**src/rtl/ftba_pkg.sv**
```systemverilog
// Package for the file table block allocator: sizes, codes, transfer types.
// Depends on nothing.
`default_nettype none
package ftba_pkg;
    localparam int NUM_BLOCKS      = 128;
    localparam int NUM_ENTRIES     = 16;
    localparam int MAX_FILE_BLOCKS = 8;

    localparam int EW   = $clog2(NUM_ENTRIES);
    localparam int BAW  = $clog2(NUM_BLOCKS);
    localparam int KW   = $clog2(MAX_FILE_BLOCKS);
    localparam int BCW  = $clog2(NUM_BLOCKS + 1);
    localparam int KCW  = $clog2(MAX_FILE_BLOCKS + 1);
    localparam int SAW  = EW + KW;
    localparam int SLOTS = NUM_ENTRIES * MAX_FILE_BLOCKS;

    localparam logic [1:0] CMD_CREATE = 2'd0;
    localparam logic [1:0] CMD_DELETE = 2'd1;
    localparam logic [1:0] CMD_LOCATE = 2'd2;

    localparam logic [2:0] ST_OK        = 3'd0;
    localparam logic [2:0] ST_SIZE      = 3'd1;
    localparam logic [2:0] ST_EXISTS    = 3'd2;
    localparam logic [2:0] ST_NO_ENTRY  = 3'd3;
    localparam logic [2:0] ST_NO_BLOCKS = 3'd4;
    localparam logic [2:0] ST_NOT_FOUND = 3'd5;

    typedef struct packed {
        logic [1:0]  cmd;
        logic [63:0] file_name;
        logic [3:0]  file_size;
        logic [2:0]  block_index;
    } t_cmd_item;

    typedef struct packed {
        logic [2:0] status;
        logic [3:0] entry_index;
        logic [6:0] block_number;
    } t_result;

    typedef struct packed {
        t_cmd_item item;
        logic      size_err;
        logic      bad_cmd;
    } t_queue_item;

    typedef struct packed {
        logic        valid;
        t_queue_item data;
    } t_queue_out;

    typedef enum logic [3:0] {
        S_IDLE, S_SCAN, S_EVAL, S_CNT, S_ALLOC,
        S_DEL_RD, S_DEL_WR, S_LOC_RD, S_LOC_WR, S_RESP
    } t_state;
endpackage
`default_nettype wire

```
**src/rtl/ftba_front.sv**
```systemverilog
// Front end: accepts commands, flags size errors and unused codes, queues them.
// Depends on ftba_pkg.
`default_nettype none
module ftba_front (
    input  wire                   i_clk,
    input  wire                   i_rst_n,
    input  wire                   i_in_valid,
    input  ftba_pkg::t_cmd_item   i_in_data,
    output logic                  o_in_stall,
    output ftba_pkg::t_queue_out  o_q,
    input  wire                   i_q_pop
);
    import ftba_pkg::*;

    t_queue_item r_mem [2];
    logic        r_wr_ptr, r_rd_ptr;
    logic [1:0]  r_count;
    logic        push;
    t_queue_item w_item;

    assign o_in_stall = (r_count == 2'd2);
    assign push       = i_in_valid && !o_in_stall;

    always_comb begin
        w_item.item     = i_in_data;
        w_item.size_err = (i_in_data.cmd == CMD_CREATE) &&
                          (i_in_data.file_size > 4'(MAX_FILE_BLOCKS));
        w_item.bad_cmd  = !(i_in_data.cmd inside {CMD_CREATE, CMD_DELETE, CMD_LOCATE});
    end

    always_ff @(posedge i_clk) begin
        if (push) begin
            r_mem[r_wr_ptr] <= w_item;
        end
    end

    always_ff @(posedge i_clk) begin
        if (!i_rst_n) begin
            r_wr_ptr <= 1'b0;
            r_rd_ptr <= 1'b0;
            r_count  <= 2'd0;
        end else begin
            if (push) r_wr_ptr <= !r_wr_ptr;
            if (i_q_pop) r_rd_ptr <= !r_rd_ptr;
            r_count <= r_count + 2'(push) - 2'(i_q_pop);
        end
    end

    assign o_q.valid = (r_count != 2'd0);
    assign o_q.data  = r_mem[r_rd_ptr];
endmodule
`default_nettype wire

```
**src/rtl/ftba_back.sv**
```systemverilog
// Back end: sequencer over the file table, free map and block list memory.
// Depends on ftba_pkg.
`default_nettype none
module ftba_back (
    input  wire                   i_clk,
    input  wire                   i_rst_n,
    input  ftba_pkg::t_queue_out  i_q,
    output logic                  o_q_pop,
    output logic                  o_out_valid,
    output ftba_pkg::t_result     o_out_data,
    input  wire                   i_out_stall
);
    import ftba_pkg::*;

    t_state r_state, n_state;

    logic [NUM_BLOCKS-1:0]  r_in_use;
    logic [NUM_ENTRIES-1:0] r_ent_valid;
    logic [63:0]            r_ent_name  [NUM_ENTRIES];
    logic [KCW-1:0]         r_ent_count [NUM_ENTRIES];
    logic [SLOTS-1:0]       r_slot_ok;
    logic [BAW-1:0]         r_list [SLOTS];
    logic [BAW-1:0]         r_rd_data;
    logic                   r_rd_ok;

    t_cmd_item      r_item;
    logic [EW-1:0]  r_e;
    logic [EW-1:0]  r_sel;
    logic           r_exists, r_hit;
    logic [BCW-1:0] r_b;
    logic [KCW-1:0] r_k;
    t_result        r_res;
    logic           r_out_valid;
    t_result        r_out;

    logic           pop, load_out, mem_we, mem_re;
    logic [SAW-1:0] wr_addr, rd_addr;
    logic           ent_match, ent_free, b_free, k_done, b_end;
    logic [KCW-1:0] size_k;

    assign size_k    = KCW'(r_item.file_size);
    assign ent_match = r_ent_valid[r_e] && (r_ent_name[r_e] == r_item.file_name);
    assign ent_free  = !r_ent_valid[r_e];
    assign b_free    = !r_in_use[r_b[BAW-1:0]];
    assign b_end     = (r_b == BCW'(NUM_BLOCKS));
    assign k_done    = (r_state == S_DEL_RD) ? (r_k == r_ent_count[r_sel]) : (r_k == size_k);

    always_comb begin
        n_state = r_state;
        case (r_state)
            S_IDLE: if (i_q.valid) begin
                n_state = (i_q.data.size_err || i_q.data.bad_cmd) ? S_RESP : S_SCAN;
            end
            S_SCAN: if (r_e == EW'(NUM_ENTRIES - 1)) n_state = S_EVAL;
            S_EVAL: begin
                if (r_item.cmd == CMD_CREATE) begin
                    n_state = (r_exists || !r_hit) ? S_RESP : S_CNT;
                end else if (!r_hit) begin
                    n_state = S_RESP;
                end else begin
                    n_state = (r_item.cmd == CMD_DELETE) ? S_DEL_RD : S_LOC_RD;
                end
            end
            S_CNT:    if (k_done) n_state = S_ALLOC; else if (b_end) n_state = S_RESP;
            S_ALLOC:  if (k_done) n_state = S_RESP;
            S_DEL_RD: n_state = k_done ? S_RESP : S_DEL_WR;
            S_DEL_WR: n_state = S_DEL_RD;
            S_LOC_RD: n_state = S_LOC_WR;
            S_LOC_WR: n_state = S_RESP;
            S_RESP:   if (!r_out_valid) n_state = S_IDLE;
            default:  n_state = S_IDLE;
        endcase
    end

    always_comb begin
        pop      = (r_state == S_IDLE) && i_q.valid;
        load_out = (r_state == S_RESP) && !r_out_valid;
        mem_we   = (r_state == S_ALLOC) && !k_done && b_free;
        mem_re   = ((r_state == S_DEL_RD) && !k_done) || (r_state == S_LOC_RD);
        wr_addr  = {r_sel, r_k[KW-1:0]};
        rd_addr  = (r_state == S_LOC_RD) ? {r_sel, r_item.block_index[KW-1:0]}
                                         : {r_sel, r_k[KW-1:0]};
    end

    assign o_q_pop = pop;

    always_ff @(posedge i_clk) begin
        if (mem_we) r_list[wr_addr] <= r_b[BAW-1:0];
        if (mem_re) begin
            r_rd_data <= r_list[rd_addr];
            r_rd_ok   <= r_slot_ok[rd_addr];
        end
    end

    always_ff @(posedge i_clk) begin
        if (!i_rst_n) begin
            r_state     <= S_IDLE;
            r_in_use    <= '0;
            r_ent_valid <= '0;
            r_slot_ok   <= '0;
            r_out_valid <= 1'b0;
        end else begin
            r_state <= n_state;
            if (load_out) r_out_valid <= 1'b1;
            else if (r_out_valid && !i_out_stall) r_out_valid <= 1'b0;
            if (mem_we) begin
                r_in_use[r_b[BAW-1:0]] <= 1'b1;
                r_slot_ok[wr_addr]     <= 1'b1;
            end
            if (r_state == S_ALLOC && k_done) r_ent_valid[r_sel] <= 1'b1;
            if (r_state == S_DEL_RD && k_done) r_ent_valid[r_sel] <= 1'b0;
            if (r_state == S_DEL_WR) begin
                r_in_use[r_rd_ok ? r_rd_data : BAW'(0)] <= 1'b0;
            end
        end
    end

    always_ff @(posedge i_clk) begin
        case (r_state)
            S_IDLE: begin
                r_item   <= i_q.data.item;
                r_e      <= '0;
                r_exists <= 1'b0;
                r_hit    <= 1'b0;
                r_sel    <= '0;
                r_b      <= '0;
                r_k      <= '0;
                r_res    <= '{status: i_q.data.size_err ? ST_SIZE : ST_NOT_FOUND,
                              entry_index: '0, block_number: '0};
            end
            S_SCAN: begin
                r_e <= r_e + EW'(1);
                if (r_item.cmd == CMD_CREATE) begin
                    if (ent_free) begin
                        r_sel <= r_e;
                        r_hit <= 1'b1;
                    end else if (ent_match) begin
                        r_exists <= 1'b1;
                    end
                end else if (ent_match && !r_hit) begin
                    r_sel <= r_e;
                    r_hit <= 1'b1;
                end
            end
            S_EVAL: begin
                if (r_item.cmd == CMD_CREATE) begin
                    if (r_exists) r_res.status <= ST_EXISTS;
                    else if (!r_hit) r_res.status <= ST_NO_ENTRY;
                end
            end
            S_CNT: begin
                if (k_done) begin
                    r_b <= '0;
                    r_k <= '0;
                end else if (b_end) begin
                    r_res.status <= ST_NO_BLOCKS;
                end else begin
                    if (b_free) r_k <= r_k + KCW'(1);
                    r_b <= r_b + BCW'(1);
                end
            end
            S_ALLOC: begin
                if (k_done) begin
                    r_ent_name[r_sel]  <= r_item.file_name;
                    r_ent_count[r_sel] <= size_k;
                    r_res.status       <= ST_OK;
                    r_res.entry_index  <= 4'(r_sel);
                end else begin
                    if (b_free) r_k <= r_k + KCW'(1);
                    r_b <= r_b + BCW'(1);
                end
            end
            S_DEL_RD: begin
                if (k_done) begin
                    r_res.status      <= ST_OK;
                    r_res.entry_index <= 4'(r_sel);
                end
            end
            S_DEL_WR: r_k <= r_k + KCW'(1);
            S_LOC_WR: begin
                r_res.status       <= ST_OK;
                r_res.entry_index  <= 4'(r_sel);
                r_res.block_number <= r_rd_ok ? 7'(r_rd_data) : 7'd0;
            end
            S_RESP: if (load_out) r_out <= r_res;
            default: ;
        endcase
    end

    assign o_out_valid = r_out_valid;
    assign o_out_data  = r_out;
endmodule
`default_nettype wire

```
**src/rtl/file_table_block_allocator_unit.sv**
```systemverilog
// File table with a bitmap block allocator: create, delete and locate commands.
// Top level; depends on ftba_pkg, ftba_front and ftba_back.
//
// Input channel i_in_valid/o_in_stall carries one command per transfer
// (cmd, file_name, file_size, block_index). A two-deep queue takes commands
// while the sequencer is busy; o_in_stall rises only when it is full.
// Output channel o_out_valid/i_out_stall gives one result per command
// (status, entry_index, block_number) from an output register, held while
// the receiver stalls.
// Commands run one at a time through the sequencer. Every command that gets
// past decode scans all entries, one per cycle.
// A size error or an unused code goes straight to the response step. A delete
// hit reads and frees its blocks one at a time; a locate hit reads one slot of
// the block list. A create makes two passes over the free map, one block per
// cycle, first counting free blocks and then taking them; each pass ends at the
// last free block needed. The free-map walk sets the create rate.
// Reset empties the table and the free map at once; no clearing pass.
// A stalled result holds the sequencer in the next command's response step.
`default_nettype none
module file_table_block_allocator_unit (
    input  wire                  i_clk,
    input  wire                  i_rst_n,
    input  wire                  i_in_valid,
    input  ftba_pkg::t_cmd_item  i_in_data,
    output logic                 o_in_stall,
    output logic                 o_out_valid,
    output ftba_pkg::t_result    o_out_data,
    input  wire                  i_out_stall
);
    import ftba_pkg::*;

    t_queue_out q;
    logic       q_pop;

    ftba_front u_front (
        .i_clk      (i_clk),
        .i_rst_n    (i_rst_n),
        .i_in_valid (i_in_valid),
        .i_in_data  (i_in_data),
        .o_in_stall (o_in_stall),
        .o_q        (q),
        .i_q_pop    (q_pop)
    );

    ftba_back u_back (
        .i_clk       (i_clk),
        .i_rst_n     (i_rst_n),
        .i_q         (q),
        .o_q_pop     (q_pop),
        .o_out_valid (o_out_valid),
        .o_out_data  (o_out_data),
        .i_out_stall (i_out_stall)
    );
endmodule
`default_nettype wire

```
**config.mk**
```make
export PLATFORM = sky130hd
export DESIGN_NAME = file_table_block_allocator_unit
export DESIGN_NICKNAME = d
export VERILOG_FILES = /design/src/rtl/ftba_pkg.sv /design/src/rtl/ftba_front.sv /design/src/rtl/ftba_back.sv /design/src/rtl/file_table_block_allocator_unit.sv
export SDC_FILE = /design/constraint.sdc
export NUM_CORES = 2
export LEC_CHECK = 0
export BUFFER_PORTS_ARGS = -buffer_cell sky130_fd_sc_hd__clkbuf_2
export CORE_AREA = 3 3 434 479
export CTS_BUF_LIST = sky130_fd_sc_hd__clkbuf_2
export DETAILED_ROUTE_END_ITERATION = 8
export DIE_AREA = 0 0 437 482
export PLACE_DENSITY = 0.68
export SETUP_SLACK_MARGIN = 0.4
export SYNTH_ARGS = -nofsm -noshare
export SYNTH_HDL_FRONTEND = slang
export SYNTH_HIERARCHICAL = 1
export SYNTH_SLANG_ARGS = --single-unit
```
**constraint.sdc**
```tcl
create_clock -name i_clk -period 6.4 [get_ports i_clk]
set_input_delay 1.28 -clock i_clk [delete_from_list [all_inputs] [get_ports i_clk]]
set_output_delay 1.28 -clock i_clk [all_outputs]
set_load 0.005 [all_outputs]
```
* After elaboration in Yosys (flattened, before gate mapping)
Memories as Yosys holds them, arrays and structs flattened. A register that Yosys moved wholly into a read port is not among the register bits.
Cells that the tools add are included.
** Storage, ports and cells
- Bits in latches :: 0
- Register bits :: 405
- RAM bits :: 2134
- Memories kept :: 4
- Memory bits (read-only) :: 0
- Output and inout bits :: 16
- Input port bits :: 77
- Logic and storage cells :: 217
** Memory list
- u_back.r_ent_name :: depth 16, bits a word 64, read ports 1, clocked after Yosys merged registers in 1, wr ports 1, RTL line ftba_back.sv:19 : logic [63:0] r_ent_name [NUM_ENTRIES];
- u_back.r_list :: depth 128, bits a word 7, read ports 1, clocked after Yosys merged registers in 1, wr ports 1, RTL line ftba_back.sv:22 : logic [BAW-1:0] r_list [SLOTS];
- u_front.r_mem :: depth 2, bits a word 75, read ports 1, clocked after Yosys merged registers in 1, wr ports 1, RTL line ftba_front.sv:15 : t_queue_item r_mem [2];
- u_back.r_ent_count :: depth 16, bits a word 4, read ports 1, clocked after Yosys merged registers in 1, wr ports 1, RTL line ftba_back.sv:20 : logic [KCW-1:0] r_ent_count [NUM_ENTRIES];
** Cells by class
- $mul :: 0
- Bitwise logic cells :: 7
- Reduce and logical (&&, ||, !) cells :: 49
- Divide/modulo/power cells :: 0
- $add $sub $neg :: 5
- $lt $le $gt $ge :: 11
- Eq/ne operators :: 35
- Shift-type cells :: 0
- Multiplexer cells :: 81
** Operator list (number)
- two-way mux 128 bit :: 3
- bitwise OR 128 bit :: 2
- bitwise AND 128 bit :: 1
- NOT 128 bit :: 1
- two-way mux 4 bit :: 20
- equality test 64 bit :: 1
- two-way mux 16 bit :: 3
- case mux 4 bit (10 select lines) :: 1
- less-than comparator 7 x 8 -> 1 bit, second input constant :: 4
- two-way mux 1 bit :: 25
- two-way mux 8 bit :: 3
- case mux 8 bit (3 select lines) :: 1
- demux 1 bit (select 7 bit) :: 3
- greater-or-equal comparator 7 x 1 -> 1 bit, second input constant :: 3
- two-way mux 3 bit :: 7
- != test 2 x 1 -> 1 bit, second input constant :: 9
- bitwise AND 16 bit :: 1
- equality test 4 x 3 -> 1 bit, second input constant :: 4
- logical AND 1 bit :: 16
- NOT 16 bit :: 1
- bitwise OR 16 bit :: 1
- case mux 4 bit (2 select lines) :: 2
- case mux 4 bit (4 select lines) :: 1
- case mux 3 bit (5 select lines) :: 1
- 40 further kinds :: 74

* Depth between registers and ports, before layout
- Word-level depth :: 9
- Depth in mapped cells :: 16
- Gate-level depth less buffers :: 10

* By module
Netlist, hierarchy kept.
** Modules (own cells, without submodules)
- ftba_back :: cells each 5361, times used 1, sequential area each 69216.4 um^2, area an instance 95449.0 um^2
- ftba_front :: cells each 262, times used 1, sequential area each 4604.4 um^2, area an instance 5863.1 um^2

* Least setup slack after synthesis
Ideal clock, no wire load.
- Kind :: reg-to-reg
- Start point :: register with a tool-made name
- End point :: register u_back.r_ent_valid[10]
- Cell stages (with the launch flop) :: 14
- Period minus slack after synthesis :: 6.246 ns
- Data required time :: 6.329 ns
- Arrival time :: 6.175 ns
- Setup slack :: 0.154 ns
- Buffers on the path :: 4
- Library setup time :: 0.071 ns
- Path through :: dfxtp_1 -> buf_2 -> buf_2 -> mux4_2 -> mux2i_1 -> nor3_1 -> a211oi_1 -> xnor2_1 -> nand4_1 -> or2_2 -> clkbuf_1 -> clkbuf_1 -> nor2_1 -> o221a_2
** RTL lines
- end signal: assignment :: RTL line ftba_back.sv:99 : r_ent_valid <= '0;
- end signal: indexed assignment :: RTL line ftba_back.sv:110 : if (r_state == S_ALLOC && k_done) r_ent_valid[r_sel] <= 1'b1;
- end signal: indexed assignment :: RTL line ftba_back.sv:111 : if (r_state == S_DEL_RD && k_done) r_ent_valid[r_sel] <= 1'b0;
- end: declaration :: RTL line ftba_back.sv:18 : logic [NUM_ENTRIES-1:0] r_ent_valid;

==> key figures <==
Cells and area
  • Post-layout net count: 6487
  • Register area: 73800 um2
  • Area of the multi-input gates: 25900 um2
  • Area growth from synthesis to layout: 11.8%
  • Final core occ: 0.556
  • Layout Cells excl Fill: 9622
  • # fillers: 16.0k
  • Layout cells sized above 1: 0.298

Floorplanning
  • Die ar.: 211000 um2
  • Initial Util: 0.497
  • Row cnt: 174
  • Chip width: 437 um
  • Die height: 482 um
  • Core area: 204000 um2
  • IO Pins: 93

Global route
  • Initial antenna violation count: 9
  • Global-route wire length before repair: 378 mm
  • GRT Overall Usage: 0.240
  • Vias in the first global route: 59.1k
  • Largest net degree at the start of global routing: 168
  • GR Overflow Total: 0

Synth
  • Cell variety after synth: 82
  • Post-Syn Nets: 5706
  • Sequential area share after synthesis: 0.729
  • Synth Warn #: 6
  • Synth Cell Area: 101000 um2
  • Synthesis-stage register bit count: 2555
  • Mean Syn Cell Area: 18.0 um2
  • Synth Flop Type: edfxtp_1
  • Ys async rst share: 0
  • Post-synthesis instance total: 5623
  • Post-synth EDFFs: 2265

Hold path
  • HP Class: input pin to flop

Status
  • Status: finished clean

Power and ir drop
  • LEAKAGE: 37.6 nW
  • Tot Pwr: 0.0445 W
  • VDD IR-drop max: 0.481 mV
  • Sequential power share: 0.504
  • Logic pwr share: 0.255
  • Clock Power Share: 0.241
  • Internal power: 0.0292 W
  • Cell area power density: 393 nW/um2
  • Psw: 0.0153 W
  • Switching share of power: 0.344

Timing
  • Pins Over Slew Limit: 0
  • Slew @ Worst Pin: 1330 ps
  • Setup Skew: 215 ps
  • Fin. Hold Viols: 0
  • Setup-failing EPs final: 0
  • Achievable frequency: 0.191 GHz
  • Final period util: 0.818
  • Minimum clock period: 5240 ps
  • Min Hold Slack: 234 ps
  • Setup TNS: 0 ps
  • Slew HR: 0.112
  • Setup repair after global routing missed its margin: false

Worst setup path
  • Slowest cell delay on critical path: 840 ps
  • Startpoint type of the worst setup path: flop
  • Kind of critical path: flop to flop
  • Critical path endpoint category: flop
  • Crit path cell chain: buf_4 -> mux4_2 -> mux2i_1 -> nor3_1 -> a211oi_1 -> xnor2_1 -> nand4_1 -> or2_2 -> nor2_4 -> buf_12
  • Critical Path AT: 6750 ps
  • Worst EP required: 7920 ps
  • Critical path fanouts, max: 24
  • CP max stage cell: or2_2

Route
  • Final antenna-violating net count: 0
  • First-pass DRT Iterations: 6
  • Wire per inst: 26.5 um
  • DRC Markers: 0
  • Total number of vias: 57.7k
  • Drt first-iter violations: 6714
  • Vias per cell: 6.00
  • Final WL: 255 mm

Clocking
  • Postcts setup bufs: 0
  • CTS root buf: clkbuf_2
  • CTS Buf Count: 632
  • Clock net sink count: 2555
  • CTS tree: built
  • Clock transition at the registers of the reported paths: 110 ps
  • Number of H-tree levels: 6
  • Clock Path Buffers: 4
  • Worst skew pair latency: 1960 ps

Placement
  • Number of I/O port buffers: 92
  • Placed instance count: 8360
  • Placer Congestion: 0.856
  • Detail Placement HPWL: 146 mm

Flow run
  • Maxcap violations: 0
[stage by stage]
step                      worst slack, ps  cell area (um2)
after floorplan                       154           101000
after global placement               1300           106000
after detailed placement             1240           106000
after CTS                            1140           113000
after global routing                  842           113000
final                                1160           113000
[registers in the layout, summed over array words and instances (netlist names), 2 cells and up, named ones only]
register and flops:
u_back/r_k 4, u_back/r_list 896, u_back/r_slot_ok 128, u_back/r_state 4, u_back/r_e 4, u_back/r_ent_name 1024
u_back/r_ent_valid 16, u_back/r_ent_count 64, u_back/r_sel 4, u_back/size_k 4, u_front/r_count 2, u_back/r_item 69
u_back/o_out_data 14, u_back/r_res 14, u_back/r_rd_data 7, u_front/r_mem 150, u_back/r_in_use 128, u_back/r_b 8
[layer usage]
metal  track usage  vias up  wire length (um)
met1         0.328    29600            101000
met5             0        -                45
li1              -    24700                 -
met4        0.0854        6              7340
met2         0.387     2946            124000
met3        0.0498      501             22700
[critical path, delay by kind of cell, from the launching register on]
family / cells / cell delay [ps]
flops: 1 / 720
xor+xnor: 1 / 170
simple gates: 4 / 2240
mux: 2 / 700
compound gates: 1 / 370
buf+inv: 2 / 600
[kinds of logic (layout without fill, tap and decap cells)]
logic type	after synthesis	after routing	share of synthesized area
flip-flops	2555	2555	0.729
multiplexers	821	821	0.147
XOR/XNOR	82	82	0.00709
AND/OR/NAND/NOR	1009	1009	0.0474
buffers and inverters	387	1641	0.0181
AO/OA/AOI/OAI	763	763	0.0506
adder cells (fa/ha/maj)	6	6	0.000741
other	0	17	0
[placed cells by master, fill, tap and decap left out, types with 27 or more instances in the layout]
master / instances
mux2i_1: 207
mux4_2: 511
dfxtp_1: 284
o221a_2: 37
a221oi_1: 33
xnor2_1: 50
nor4_1: 157
buf_12: 31
nor2_1: 239
nand3_1: 41
inv_1: 27
a21oi_1: 241
edfxtp_1: 2265
clkinv_1: 135
mux2_4: 53
xor2_1: 32
nand2_1: 357
dlygate4sd3_1: 138
o21ai_0: 124
clkbuf_2: 1017
mux2_2: 44
o21a_1: 132
o22ai_1: 28
nor2b_1: 32
nor3_1: 32
buf_4: 239
[final cells by class]
| class | count | area share |
|---|---|---|
| Timing Repair Buffer | 500 | 0.0376 |
| Inverter | 34 | 0.00115 |
| Clock buffer | 926 | 0.0409 |
| Tap cell | 2728 | 0.0301 |
| Sequential cell | 2555 | 0.652 |
| Multi-Input combinational cell | 2681 | 0.229 |
| Clock inverter | 181 | 0.00909 |
| Antenna cell | 17 | 0.000375 |
[repair_timing]
| action | CTS | global route |
|---|---|---|
| endpoints found under the setup margin | 0 | 0 |
| gates resized for setup | 0 | 0 |
| hold buffers | 138 | 0 |
| endpoints found under the hold margin | 223 | 0 |
[power by group through the flow]
stage	registers, W	clock network (W)	logic, W
2_1_floorplan	0.0224	0	0.00712
3_3_place_gp	0.0227	0	0.0111
3_5_place_dp	0.0228	0	0.0113
4_1_cts	0.0224	0.0110	0.0114
5_1_grt	0.0226	0.0119	0.0120
6_report	0.0224	0.0107	0.0114
[synth_stat cells, types with 50 or more instances]
master    count  area, um2
dfxtp_1     290       5810
nor2_1      256        961
clkbuf_1    178        668
mux4_2      511      11500
o21ai_0     124        621
edfxtp_1   2265      68000
mux2i_1     210       2100
mux2_4       51        766
a21oi_1     241       1210
o21a_1      132        991
buf_2        90        450
nor4_1      168       1050
xnor2_1      50        438
nand2_1     358       1340
[final timing paths]
check | from | end | depth (start not counted) | slack (ps)
setup / recovery | flop | u_back/r_ent_name[11][31] | 10 | 1160
hold / removal | i_in_data[69] | u_front/r_mem[0][71] | 2 | 230
setup reg to reg | flop | u_back/r_ent_name[11][31] | 10 | 1160
hold reg to reg | u_front/r_mem[0][24] | u_back/r_item[22] | 1 | 460
(Power assumes the default switching activity.)
